`config.mk`:
```
export PLATFORM = sky130hd
export DESIGN_NAME = sha256_stream_hasher
export DESIGN_NICKNAME = d
export VERILOG_FILES = /design/src/rtl/shs_pkg.sv /design/src/rtl/shs_sched.sv /design/src/rtl/shs_round.sv /design/src/rtl/sha256_stream_hasher.sv
export VERILOG_INCLUDE_DIRS = /design/src /design/src/rtl
export SDC_FILE = /design/constraint.sdc
export NUM_CORES = 2
export LEC_CHECK = 0
export BUFFER_PORTS_ARGS = -buffer_cell sky130_fd_sc_hd__clkbuf_2
export CAP_MARGIN = 20
export CORE_ASPECT_RATIO = 1.4
export CORE_MARGIN = 1
export CORE_UTILIZATION = 59
export CTS_BUF_LIST = sky130_fd_sc_hd__clkbuf_16
export CTS_CLUSTER_SIZE = 10
export DETAILED_ROUTE_END_ITERATION = 7
export GPL_TIMING_DRIVEN = 0
export PLACE_DENSITY = 0.75
export SYNTH_ARGS = -nofsm -noshare
export SYNTH_HDL_FRONTEND = slang
export SYNTH_SLANG_ARGS = --single-unit
export TNS_END_PERCENT = 20
```
`constraint.sdc`:
```
create_clock -name i_clk -period 13.7 [get_ports i_clk]
set_clock_uncertainty 0.1 [all_clocks]
set_input_delay 1.37 -clock i_clk [delete_from_list [all_inputs] [get_ports i_clk]]
set_output_delay 1.37 -clock i_clk [all_outputs]
set_load 0.02 [all_outputs]
```
`src/rtl/assert_macros.svh`:
```
// Assertion macros for use in the RTL files.
// Each macro takes a label, the clock, the active-low reset, the checked
// expressions and a message string.
`ifndef ASSERT_MACROS_SVH
`define ASSERT_MACROS_SVH

`ifndef SYNTHESIS

// The expression holds at every clock edge outside reset.
`define ASSERT_ALWAYS(label, clk, rst_n, expr, msg) \
    label: assert property (@(posedge clk) disable iff (!(rst_n)) (expr)) else $error(msg);

// When the trigger holds, the consequence holds at the next clock edge.
`define ASSERT_NEXT(label, clk, rst_n, trig, cons, msg) \
    label: assert property (@(posedge clk) disable iff (!(rst_n)) (trig) |=> (cons)) \
        else $error(msg);

`else

`define ASSERT_ALWAYS(label, clk, rst_n, expr, msg)
`define ASSERT_NEXT(label, clk, rst_n, trig, cons, msg)

`endif

`endif

```
`src/rtl/shs_pkg.sv`:
```
package shs_pkg;

    localparam int BLOCK_BYTES = 64;
    localparam int LEN_POS     = 56;
    localparam int ROUNDS      = 64;
    localparam int HASH_WORDS  = 8;

    localparam logic [7:0] PAD_BYTE  = 8'h80;
    localparam logic [7:0] ZERO_BYTE = 8'h00;

    typedef logic [31:0] t_word;
    typedef logic [HASH_WORDS-1:0][31:0] t_hash;

    // Controls of the message schedule window.
    typedef struct packed {
        logic       load;
        logic       step;
        logic [7:0] data;
    } t_sch_ctl;

    // Controls of the round unit and the chaining words.
    typedef struct packed {
        logic restart;
        logic init;
        logic step;
        logic fold;
    } t_rnd_ctl;

    // Initial hash values, element 0 is H0.
    localparam t_hash H_INIT = {
        32'h5be0cd19, 32'h1f83d9ab, 32'h9b05688c, 32'h510e527f,
        32'ha54ff53a, 32'h3c6ef372, 32'hbb67ae85, 32'h6a09e667
    };

    // Round constants.
    localparam logic [31:0] K_TABLE [ROUNDS] = '{
        32'h428a2f98, 32'h71374491, 32'hb5c0fbcf, 32'he9b5dba5,
        32'h3956c25b, 32'h59f111f1, 32'h923f82a4, 32'hab1c5ed5,
        32'hd807aa98, 32'h12835b01, 32'h243185be, 32'h550c7dc3,
        32'h72be5d74, 32'h80deb1fe, 32'h9bdc06a7, 32'hc19bf174,
        32'he49b69c1, 32'hefbe4786, 32'h0fc19dc6, 32'h240ca1cc,
        32'h2de92c6f, 32'h4a7484aa, 32'h5cb0a9dc, 32'h76f988da,
        32'h983e5152, 32'ha831c66d, 32'hb00327c8, 32'hbf597fc7,
        32'hc6e00bf3, 32'hd5a79147, 32'h06ca6351, 32'h14292967,
        32'h27b70a85, 32'h2e1b2138, 32'h4d2c6dfc, 32'h53380d13,
        32'h650a7354, 32'h766a0abb, 32'h81c2c92e, 32'h92722c85,
        32'ha2bfe8a1, 32'ha81a664b, 32'hc24b8b70, 32'hc76c51a3,
        32'hd192e819, 32'hd6990624, 32'hf40e3585, 32'h106aa070,
        32'h19a4c116, 32'h1e376c08, 32'h2748774c, 32'h34b0bcb5,
        32'h391c0cb3, 32'h4ed8aa4a, 32'h5b9cca4f, 32'h682e6ff3,
        32'h748f82ee, 32'h78a5636f, 32'h84c87814, 32'h8cc70208,
        32'h90befffa, 32'ha4506ceb, 32'hbef9a3f7, 32'hc67178f2
    };

    // Round function sigma on the a word.
    function automatic t_word big_sig0(input t_word x);
        return {x[1:0], x[31:2]} ^ {x[12:0], x[31:13]} ^ {x[21:0], x[31:22]};
    endfunction

    // Round function sigma on the e word.
    function automatic t_word big_sig1(input t_word x);
        return {x[5:0], x[31:6]} ^ {x[10:0], x[31:11]} ^ {x[24:0], x[31:25]};
    endfunction

    // Schedule sigma on the word fifteen back.
    function automatic t_word sml_sig0(input t_word x);
        return {x[6:0], x[31:7]} ^ {x[17:0], x[31:18]} ^ {3'b000, x[31:3]};
    endfunction

    // Schedule sigma on the word two back.
    function automatic t_word sml_sig1(input t_word x);
        return {x[16:0], x[31:17]} ^ {x[18:0], x[31:19]} ^ {10'b0, x[31:10]};
    endfunction

endpackage

```
`src/rtl/shs_sched.sv`:
```
module shs_sched (
    input  logic              i_clk,
    input  shs_pkg::t_sch_ctl i_ctl,
    output shs_pkg::t_word    o_word
);
    import shs_pkg::*;

    localparam int WIN_W = BLOCK_BYTES * 8;

    // Sixteen-word window; the oldest word sits in the top bits.
    logic [WIN_W-1:0] r_win;
    t_word            n_word;

    function automatic t_word win_word(input logic [WIN_W-1:0] win, input int j);
        return win[WIN_W-1-32*j -: 32];
    endfunction

    // Next schedule word from the words sixteen, fifteen, seven and two back.
    assign n_word = win_word(r_win, 0) + sml_sig0(win_word(r_win, 1)) +
                    win_word(r_win, 9) + sml_sig1(win_word(r_win, 14));

    // Bytes shift in during loading; words shift in during the rounds.
    always_ff @(posedge i_clk) begin
        if (i_ctl.load) begin
            r_win <= {r_win[WIN_W-9:0], i_ctl.data};
        end else if (i_ctl.step) begin
            r_win <= {r_win[WIN_W-33:0], n_word};
        end
    end

    assign o_word = win_word(r_win, 0);

endmodule

```
`src/rtl/shs_round.sv`:
```
module shs_round (
    input  logic              i_clk,
    input  logic              i_rst_n,
    input  shs_pkg::t_rnd_ctl i_ctl,
    input  shs_pkg::t_word    i_k,
    input  shs_pkg::t_word    i_w,
    output shs_pkg::t_hash    o_chain
);
    import shs_pkg::*;

    // Working variables a..h in elements 0..7.
    t_hash r_vars;
    t_hash n_vars;
    t_hash r_chain;
    t_hash n_chain;
    t_word w_t1;
    t_word w_t2;
    t_word w_ch;
    t_word w_maj;

    // One compression round.
    always_comb begin
        w_ch  = (r_vars[4] & r_vars[5]) ^ (~r_vars[4] & r_vars[6]);
        w_maj = (r_vars[0] & r_vars[1]) ^ (r_vars[0] & r_vars[2]) ^
                (r_vars[1] & r_vars[2]);
        w_t1  = r_vars[7] + big_sig1(r_vars[4]) + w_ch + i_k + i_w;
        w_t2  = big_sig0(r_vars[0]) + w_maj;
        n_vars    = r_vars;
        n_vars[0] = w_t1 + w_t2;
        n_vars[1] = r_vars[0];
        n_vars[2] = r_vars[1];
        n_vars[3] = r_vars[2];
        n_vars[4] = r_vars[3] + w_t1;
        n_vars[5] = r_vars[4];
        n_vars[6] = r_vars[5];
        n_vars[7] = r_vars[6];
    end

    // Feed-forward of the working variables into the chaining words.
    always_comb begin
        for (int i = 0; i < HASH_WORDS; i++) begin
            n_chain[i] = r_chain[i] + r_vars[i];
        end
    end

    always_ff @(posedge i_clk) begin
        if (i_ctl.init) begin
            r_vars <= r_chain;
        end else if (i_ctl.step) begin
            r_vars <= n_vars;
        end
    end

    always_ff @(posedge i_clk) begin
        if (!i_rst_n) begin
            r_chain <= H_INIT;
        end else if (i_ctl.restart) begin
            r_chain <= H_INIT;
        end else if (i_ctl.fold) begin
            r_chain <= n_chain;
        end
    end

    assign o_chain = r_chain;

endmodule

```
`src/rtl/sha256_stream_hasher.sv`:
```
// Input bytes are taken at one per cycle while the block buffer fills.
// Each full 64-byte block then runs 64 rounds on one shared round unit plus
// one fold step, taking no input meanwhile. Closing a message pads one byte
// per cycle up to the block end, compresses one or two blocks, then sends
// eight digest words at one per cycle while the receiver is ready.
// Reset loads the initial hash values and clears the fill and length counters.
`include "assert_macros.svh"

module sha256_stream_hasher (
    input  logic        i_clk,
    input  logic        i_rst_n,
    input  logic        i_s_axis_tvalid,
    output logic        o_s_axis_tready,
    input  logic [7:0]  i_s_axis_tdata,   // [7:0] byte_data
    input  logic        i_s_axis_tuser,   // [0] byte_valid
    input  logic        i_s_axis_tlast,
    output logic        o_m_axis_tvalid,
    input  logic        i_m_axis_tready,
    output logic [39:0] o_m_axis_tdata,   // [31:0] digest_word, [34:32] word_index, zero fill
    output logic        o_m_axis_tlast
);
    import shs_pkg::*;

    typedef enum logic [2:0] {
        S_LOAD,
        S_PAD,
        S_COMP,
        S_FOLD,
        S_OUT
    } t_state;

    localparam logic [6:0] FILL_FULL  = 7'(BLOCK_BYTES);
    localparam logic [6:0] FILL_LEN   = 7'(LEN_POS);
    localparam logic [5:0] ROUND_LAST = 6'(ROUNDS - 1);
    localparam logic [2:0] WORD_LAST  = 3'(HASH_WORDS - 1);

    t_state      r_state,     n_state;
    logic [6:0]  r_fill,      n_fill;
    logic [60:0] r_total,     n_total;
    logic [5:0]  r_round,     n_round;
    logic [2:0]  r_widx,      n_widx;
    logic        r_pend_last, n_pend_last;
    logic        r_in_pad,    n_in_pad;
    logic        r_pad_first, n_pad_first;
    logic        r_len_ok,    n_len_ok;

    t_sch_ctl    sch_ctl;
    t_rnd_ctl    rnd_ctl;
    t_word       w_sched;
    t_hash       w_chain;
    logic        in_acc;
    logic        out_acc;
    logic [6:0]  fill_inc;
    logic [63:0] bit_len;
    logic [7:0]  len_byte;
    logic [7:0]  pad_byte;

    assign in_acc   = i_s_axis_tvalid && o_s_axis_tready;
    assign out_acc  = o_m_axis_tvalid && i_m_axis_tready;
    assign fill_inc = r_fill + 7'd1;

    // Padding byte: the end marker, zero fill, or the big-endian bit length.
    assign bit_len  = {r_total, 3'b000};
    assign len_byte = bit_len[{~r_fill[2:0], 3'b000} +: 8];
    assign pad_byte = r_pad_first ? PAD_BYTE :
                      (r_len_ok && (r_fill >= FILL_LEN)) ? len_byte : ZERO_BYTE;

    // Sequencer.
    always_comb begin
        n_state     = r_state;
        n_fill      = r_fill;
        n_total     = r_total;
        n_round     = r_round;
        n_widx      = r_widx;
        n_pend_last = r_pend_last;
        n_in_pad    = r_in_pad;
        n_pad_first = r_pad_first;
        n_len_ok    = r_len_ok;
        sch_ctl     = '0;
        rnd_ctl     = '0;
        case (r_state)
            S_LOAD: begin
                if (in_acc) begin
                    if (i_s_axis_tuser) begin
                        sch_ctl.load = 1'b1;
                        sch_ctl.data = i_s_axis_tdata;
                        n_total      = r_total + 61'd1;
                    end
                    if (i_s_axis_tuser && (fill_inc == FILL_FULL)) begin
                        n_fill      = '0;
                        n_round     = '0;
                        rnd_ctl.init = 1'b1;
                        n_pend_last = i_s_axis_tlast;
                        n_state     = S_COMP;
                    end else begin
                        if (i_s_axis_tuser) begin
                            n_fill = fill_inc;
                        end
                        if (i_s_axis_tlast) begin
                            n_state     = S_PAD;
                            n_in_pad    = 1'b1;
                            n_pad_first = 1'b1;
                            n_len_ok    = 1'b0;
                        end
                    end
                end
            end
            S_PAD: begin
                sch_ctl.load = 1'b1;
                sch_ctl.data = pad_byte;
                n_pad_first  = 1'b0;
                // Room for the length in this block after the end marker.
                if (r_pad_first && (r_fill < FILL_LEN)) begin
                    n_len_ok = 1'b1;
                end
                if (fill_inc == FILL_FULL) begin
                    n_fill       = '0;
                    n_round      = '0;
                    rnd_ctl.init = 1'b1;
                    n_state      = S_COMP;
                end else begin
                    n_fill = fill_inc;
                end
            end
            S_COMP: begin
                sch_ctl.step = 1'b1;
                rnd_ctl.step = 1'b1;
                n_round      = r_round + 6'd1;
                if (r_round == ROUND_LAST) begin
                    n_state = S_FOLD;
                end
            end
            S_FOLD: begin
                rnd_ctl.fold = 1'b1;
                if (r_in_pad) begin
                    if (r_len_ok) begin
                        n_widx  = '0;
                        n_state = S_OUT;
                    end else begin
                        // The marker block had no room; the length goes in the next one.
                        n_len_ok = 1'b1;
                        n_state  = S_PAD;
                    end
                end else if (r_pend_last) begin
                    n_pend_last = 1'b0;
                    n_in_pad    = 1'b1;
                    n_pad_first = 1'b1;
                    n_len_ok    = 1'b0;
                    n_state     = S_PAD;
                end else begin
                    n_state = S_LOAD;
                end
            end
            S_OUT: begin
                if (out_acc) begin
                    if (r_widx == WORD_LAST) begin
                        rnd_ctl.restart = 1'b1;
                        n_total  = '0;
                        n_fill   = '0;
                        n_in_pad = 1'b0;
                        n_len_ok = 1'b0;
                        n_state  = S_LOAD;
                    end else begin
                        n_widx = r_widx + 3'd1;
                    end
                end
            end
            default: begin
                n_state = S_LOAD;
            end
        endcase
    end

    always_ff @(posedge i_clk) begin
        if (!i_rst_n) begin
            r_state     <= S_LOAD;
            r_fill      <= '0;
            r_total     <= '0;
            r_round     <= '0;
            r_widx      <= '0;
            r_pend_last <= 1'b0;
            r_in_pad    <= 1'b0;
            r_pad_first <= 1'b0;
            r_len_ok    <= 1'b0;
        end else begin
            r_state     <= n_state;
            r_fill      <= n_fill;
            r_total     <= n_total;
            r_round     <= n_round;
            r_widx      <= n_widx;
            r_pend_last <= n_pend_last;
            r_in_pad    <= n_in_pad;
            r_pad_first <= n_pad_first;
            r_len_ok    <= n_len_ok;
        end
    end

    shs_sched u_sched (
        .i_clk (i_clk),
        .i_ctl (sch_ctl),
        .o_word(w_sched)
    );

    shs_round u_round (
        .i_clk  (i_clk),
        .i_rst_n(i_rst_n),
        .i_ctl  (rnd_ctl),
        .i_k    (K_TABLE[r_round]),
        .i_w    (w_sched),
        .o_chain(w_chain)
    );

    // Digest words come straight from the chaining registers.
    assign o_s_axis_tready = (r_state == S_LOAD);
    assign o_m_axis_tvalid = (r_state == S_OUT);
    assign o_m_axis_tdata  = {5'b00000, r_widx, w_chain[r_widx]};
    assign o_m_axis_tlast  = (r_widx == WORD_LAST);

    `ASSERT_ALWAYS(a_one_side, i_clk, i_rst_n, !(o_s_axis_tready && o_m_axis_tvalid), "input and output both open")
    `ASSERT_ALWAYS(a_fill_range, i_clk, i_rst_n, r_fill[6] == 1'b0, "fill count reached a full block")
    `ASSERT_NEXT(a_round_end, i_clk, i_rst_n, (r_state == S_COMP) && (r_round == ROUND_LAST), r_state == S_FOLD, "rounds did not end in fold")
    `ASSERT_NEXT(a_restart, i_clk, i_rst_n, out_acc && o_m_axis_tlast, o_s_axis_tready && (r_fill == '0) && (r_total == '0), "no clean restart after digest")

endmodule

```
[Yosys cells after proc, flatten, opt, wreduce, memory -nomap -nowiden]
Memory sizes are Yosys's and may differ from the RTL's.
Cells that the tools add are included.
Word-level totals
  output and inout bits: 43
  word-level logic and storage cells: 204
  memories: 1
  register bits after elaboration: 1108
  ROM bits: 2048
Cells by class
  bitwise gates (word level): 20
  $add $sub $neg: 22
  shift-type cells: 1
  reductions and logical operators: 26
  order comparisons: 4
  mux-type cells: 79
  eq/ne operators: 25
Memory list
  (name not given): words 64, width 32, read ports 1, clocked after memory_dff 0, wr ports 0, line sha256_stream_hasher.sv:208  | .i_k (K_TABLE[r_round]),
Operators by type and width (number)
  512-bit two-way mux: 2
  32-bit adder: 18
  256-bit two-way mux: 2
  32-bit bitwise XOR: 9
  61-bit two-way mux: 4
  32-bit bitwise AND: 5
  61-bit one-hot mux with 2 select lines: 1
  32-bit binary-select mux with 3-bit select: 1
  32-bit two-way mux: 3
  64-bit by 7-bit variable part select with 8-bit output: 1
  61-bit by 1-bit adder with 61-bit output, second input constant: 1
  7-bit two-way mux: 6
  3-bit two-way mux: 13
  8-bit two-way mux: 4
  32-bit NOT: 1
  32-bit by 22-bit bitwise XOR with 32-bit output: 1
  32-bit by 29-bit bitwise XOR with 32-bit output: 1
  1-bit two-way mux: 29
  7-bit one-hot mux with 3 select lines: 1
  6-bit two-way mux: 3
  2-bit != test, second input constant: 9
  6-bit one-hot mux with 3 select lines: 1
  6-bit AND reduction: 3
  8-bit one-hot mux with 2 select lines: 1
  other kinds (32): 57

[Logic depth before layout (Yosys ltp)]
  depth in word-level cells: 9
  mapped depth: 38

[Modules after synthesis]
Synthesis repeated with hierarchy kept, for this count alone.
Second synthesis, totals
  cells, all modules: 7257
  area total of the unflattened synthesis: 75966.6 um^2
Modules (own cells, without submodules)
  shs_round: cells each 4381, times used 1, sequential area each 12812.3 um^2, area each 40442.5 um^2
  shs_sched: cells each 1696, times used 1, sequential area each 15374.7 um^2, area each 25913.6 um^2
  sha256_stream_hasher: cells each 1180, times used 1, sequential area each 1681.6 um^2, area each 9610.5 um^2

[Least setup slack after synthesis]
OpenSTA, ideal clock, no wires.
  path kind: input port to flip-flop
  start point: input port i_s_axis_tuser
  end point: register u_sched.r_win[0] (enable)
  path buffers: 3
  arrival: 10.780 ns
  data required time: 9.927 ns
  stages on the path: 6
  setup time: 3.673 ns
  slack: -0.853 ns
  cells stage by stage: a21oi_1 nand2b_1 clkbuf_1 clkbuf_1 clkbuf_1 nand2_1
On the way
  cells in the longest elaborated chain, start to end: 4
Ends and longest elaborated chain
  from (decl): line sha256_stream_hasher.sv:15  | input logic i_s_axis_tuser,
  1-bit two-way mux: line sha256_stream_hasher.sv:84  | if (i_s_axis_tuser) begin
  1-bit two-way mux: line sha256_stream_hasher.sv:83  | if (in_acc) begin
  1-bit one-hot mux with 2 select lines: line sha256_stream_hasher.sv:81  | case (r_state)
  2-bit nonzero test (no source line)
  to (signal assigned): line shs_sched.sv:25  | r_win <= {r_win[WIN_W-9:0], i_ctl.data};
  to (signal assigned): line shs_sched.sv:27  | r_win <= {r_win[WIN_W-33:0], n_word};
  to (decl): line shs_sched.sv:11  | logic [WIN_W-1:0] r_win;
No other way between the ends.
A chain may end at the register's enable or synchronous reset.

[Final worst setup path]
  start point: register r_round[2]
  end point: register u_round.r_vars (netlist bit u_round.n_vars[63]) (data pin)
On the way
  cells in the longest elaborated chain, start to end: 9
Ends and longest elaborated chain
  from (decl): line sha256_stream_hasher.sv:40  | logic [5:0] r_round, n_round;
  from (signal assigned): line sha256_stream_hasher.sv:189  | r_round <= n_round;
  6-bit NOT with 7-bit output (implied by the code): line sha256_stream_hasher.sv:208
  memory read 64 x 32 bit
  32-bit two-way mux (implied by the code) (2 in series): line sha256_stream_hasher.sv:208
  32-bit adder (2 in series): line shs_round.sv:26  | w_t1 = r_vars[7] + big_sig1(r_vars[4]) + w_ch + i_k + i_w;
  32-bit adder: line shs_round.sv:29  | n_vars[0] = w_t1 + w_t2;
  256-bit two-way mux: line shs_round.sv:49  | end else if (i_ctl.step) begin
  256-bit two-way mux: line shs_round.sv:47  | if (i_ctl.init) begin
  to (signal assigned): line shs_round.sv:48  | r_vars <= r_chain;
  to (signal assigned): line shs_round.sv:50  | r_vars <= n_vars;
  to (decl): line shs_round.sv:12  | t_hash r_vars;
No other way between the ends. The select of a mux whose other input is x is not followed.

==> results.sh <==
export IMPL_io_pins=57
export IMPL_grtUsageMet3=0.115
export IMPL_grtUsageMet2=0.777
export IMPL_die_width_um=302
export IMPL_fin_crit_sh=0.814
export IMPL_syn_avg_cell_area_um2=8.91
export IMPL_vias=67200
export IMPL_yosys_warnings=0
export IMPL_relSlewSlack=0.116
export IMPL_post_cts_resize_count=0
export IMPL_mostFrequentLayoutCells="2,561 x nand2_1, 768 x edfxtp_1, 542 x a21oi_1"
export IMPL_drive_gt1_frac=0.0538
export IMPL_fin_crit_ns=11.16
export IMPL_worst_setup_path_start_kind="flop"
export IMPL_violations="design-rule violations"
export IMPL_first_global_vias=65800
export IMPL_final_common_cell="nand2_1"
export IMPL_numCtsBuffers=133
export IMPL_die_h_um=422
export IMPL_grt_max_degree=137
export IMPL_slowest_stage="o31ai_2"
export IMPL_cts_sinks=1108
export IMPL_crit_top_cell="a21oi_1"
export IMPL_hold_violations=0
export IMPL_clock_fmax_mhz=89.6
export IMPL_synth_top_area_frac=0.310
export IMPL_max_cap_violations=0
export IMPL_area_growth_pct=9.60
export IMPL_start_util=0.597
export IMPL_final_nets=9201
export IMPL_yosys_top_cells_area="edfxtp_1 31%, nand2_1 13%, dfxtp_1 9.2%, ha_1 6.8%, fa_1 5.3%"
export IMPL_grt_pass1_wl_um=439000
export IMPL_wirelength_um=309000
export IMPL_final_util=0.654
export IMPL_report_final_slew_viol_count=0
export IMPL_antenna_found_initial=8
export IMPL_crit_arrival_ns=11.60
export IMPL_ys_types=89
export IMPL_dp_hpwl_um=240000
export IMPL_postCtsSetupBuffers=0
export IMPL_core_um2=125000
export IMPL_worstSetupPathType="reg2reg"
export IMPL_worst_slew_pin_transition_ns=1.33
export IMPL_postSynthCellCount=8347
export IMPL_ant_nets=0
export IMPL_worst_setup_hold_path_clk_slew_ns=0.06
export IMPL_ctsHoldBuffers=0
export IMPL_synth_seq_cells=1108
export IMPL_post_route_drc_count=21
export IMPL_avgRoutedWirePerCell_um=30.0
export IMPL_synth_edf_count=768
export IMPL_worstPathRequired_ns=14.14
export IMPL_htreeDepth=4
export IMPL_yosysSeqAreaShare=0.402
export IMPL_synth_ff_type="edfxtp_1"
export IMPL_met1_usage=0.484
export IMPL_gr_total_overflow=0
export IMPL_crit_fanout=22
export IMPL_gp_congestion=1.10
export IMPL_top_usage_layer="met2"
export IMPL_viasPerCell=6.52
export IMPL_place_port_buffers=51
export IMPL_fin_tns_setup_ns=0
export IMPL_clk_latency_ns=0.85
export IMPL_cp_end_kind="flop"
export IMPL_hold_class="reg2reg"
export IMPL_drtIter0Drc=7880
export IMPL_rsz0062_at_grt="no"
export IMPL_syn_area_um2=74400
export IMPL_root_buffer="clkbuf_16"
export IMPL_critPathMaxStageDelay_ns=0.86
export IMPL_yosys_area_top_type="edfxtp_1"
export IMPL_drt_pre_antenna_iters=8
export IMPL_row_count=153
export IMPL_grt_use_total=0.484
export IMPL_cts_buffer_depth=3
export IMPL_setup_viol=0
export IMPL_die_area_um2=127000
export IMPL_ys_async_sr_fraction=0
export IMPL_cts_tree="built"
export IMPL_status="complete, but fails checks"
==> metal layers <==
| layer | part of all wire | routed length, µm |
|---|---|---|
| met1 | 0.30 | 93300 |
| met2 | 0.46 | 143000 |
| met3 | 0.096 | 29600 |
| met4 | 0.14 | 43800 |
| met5 | 0.000091 | 28 |
==> metrics by stage <==
| step | cells | area, µm² | hold WS [ns] | setup WS [ns] |
|---|---|---|---|---|
| floorplan | 8351 | 74400 | 0.353 | 4.40 |
| global placement | 10000 | 76700 | 0.373 | 0.0709 |
| detailed placement | 10100 | 77400 | 0.382 | 2.79 |
| CTS | 10300 | 81300 | 0.390 | 2.76 |
| global route | 10300 | 81500 | 0.415 | 2.21 |
| finish | 10300 | 81500 | 0.391 | 2.54 |
==> area by class of cell <==
| class | count | area (µm²) |
|---|---|---|
| buffer | 478 | 1840 |
| antenna | 9 | 22.5 |
| clock buffer | 138 | 3450 |
| timing repair buffer | 102 | 1100 |
| tap | 1627 | 2040 |
| fill | 10100 | 43100 |
| multi-input combinational | 6507 | 41700 |
| clock inverter | 75 | 465 |
| inverter | 258 | 976 |
| sequential | 1108 | 29900 |
==> synthesized netlist by cell type (all sizes together), types with 30 or more instances <==
library cell,number
o31ai,35
mux4,79
fa,196
or3,43
clkbuf,422
and3,47
a21o,173
a211oi,61
xor2,209
dfxtp,340
o211ai,109
buf,56
nand2b,71
nor2b,41
nor3,89
nor2,413
a21oi,545
inv,258
o21bai,52
o21ai,337
o21a,51
mux2i,35
xnor2,408
mux2,53
nand2,2562
nand3,129
a31oi,30
edfxtp,768
ha,403
==> path summary, 6_finish.rpt <==
kind	startpoint	endpoint	slack [ns]	cells past startpoint
setup / recovery	r_round[2]$_SDFFE_PN0P_	u_round.n_vars[63]$_DFFE_PP_	2.54	36
hold / removal	u_round.o_chain[148]$_SDFFE_PP0N_	u_round.o_chain[148]$_SDFFE_PP0N_	0.39	2
setup reg to reg	r_round[2]$_SDFFE_PN0P_	u_round.n_vars[63]$_DFFE_PP_	2.54	36
hold reg to reg	u_round.o_chain[148]$_SDFFE_PP0N_	u_round.o_chain[148]$_SDFFE_PP0N_	0.39	2
==> flip-flops by register name, indices dropped and copies added, names as in the netlist <==
signal and count:
r_pend_last 1, r_total 61, r_round 6, r_fill 7, u_sched.r_win 512, r_state 3
r_widx 3, r_in_pad 1, r_pad_first 1, u_round.n_vars 192, u_round.o_chain 256, u_round.r_vars 64
r_len_ok 1
==> worst max-delay path: cells and delay by family, from the launching register on <==
family,cells,cell delay [ns]
and+or+nand+nor,3,0.58
adders and majority gates,5,2.00
AOI/OAI and AO/OA,19,5.21
xor gates and xnor gates,3,0.72
DFF,1,0.74
buffers and inverters,6,1.51
==> cells by family after synthesis <==
logic type	Yosys count	synth area share
and+or+nand+nor	3505	0.192
AOI/OAI and AO/OA	1592	0.136
DFF	1108	0.402
buffers and inverters	736	0.0376
adders and majority gates	621	0.124
xor gates and xnor gates	617	0.0727
muxes	167	0.0367
other	1	0.0000504
Power is left out: the tool's default activity adds up to more than one toggle a clock period on the data nets, which glitch-free logic cannot reach.
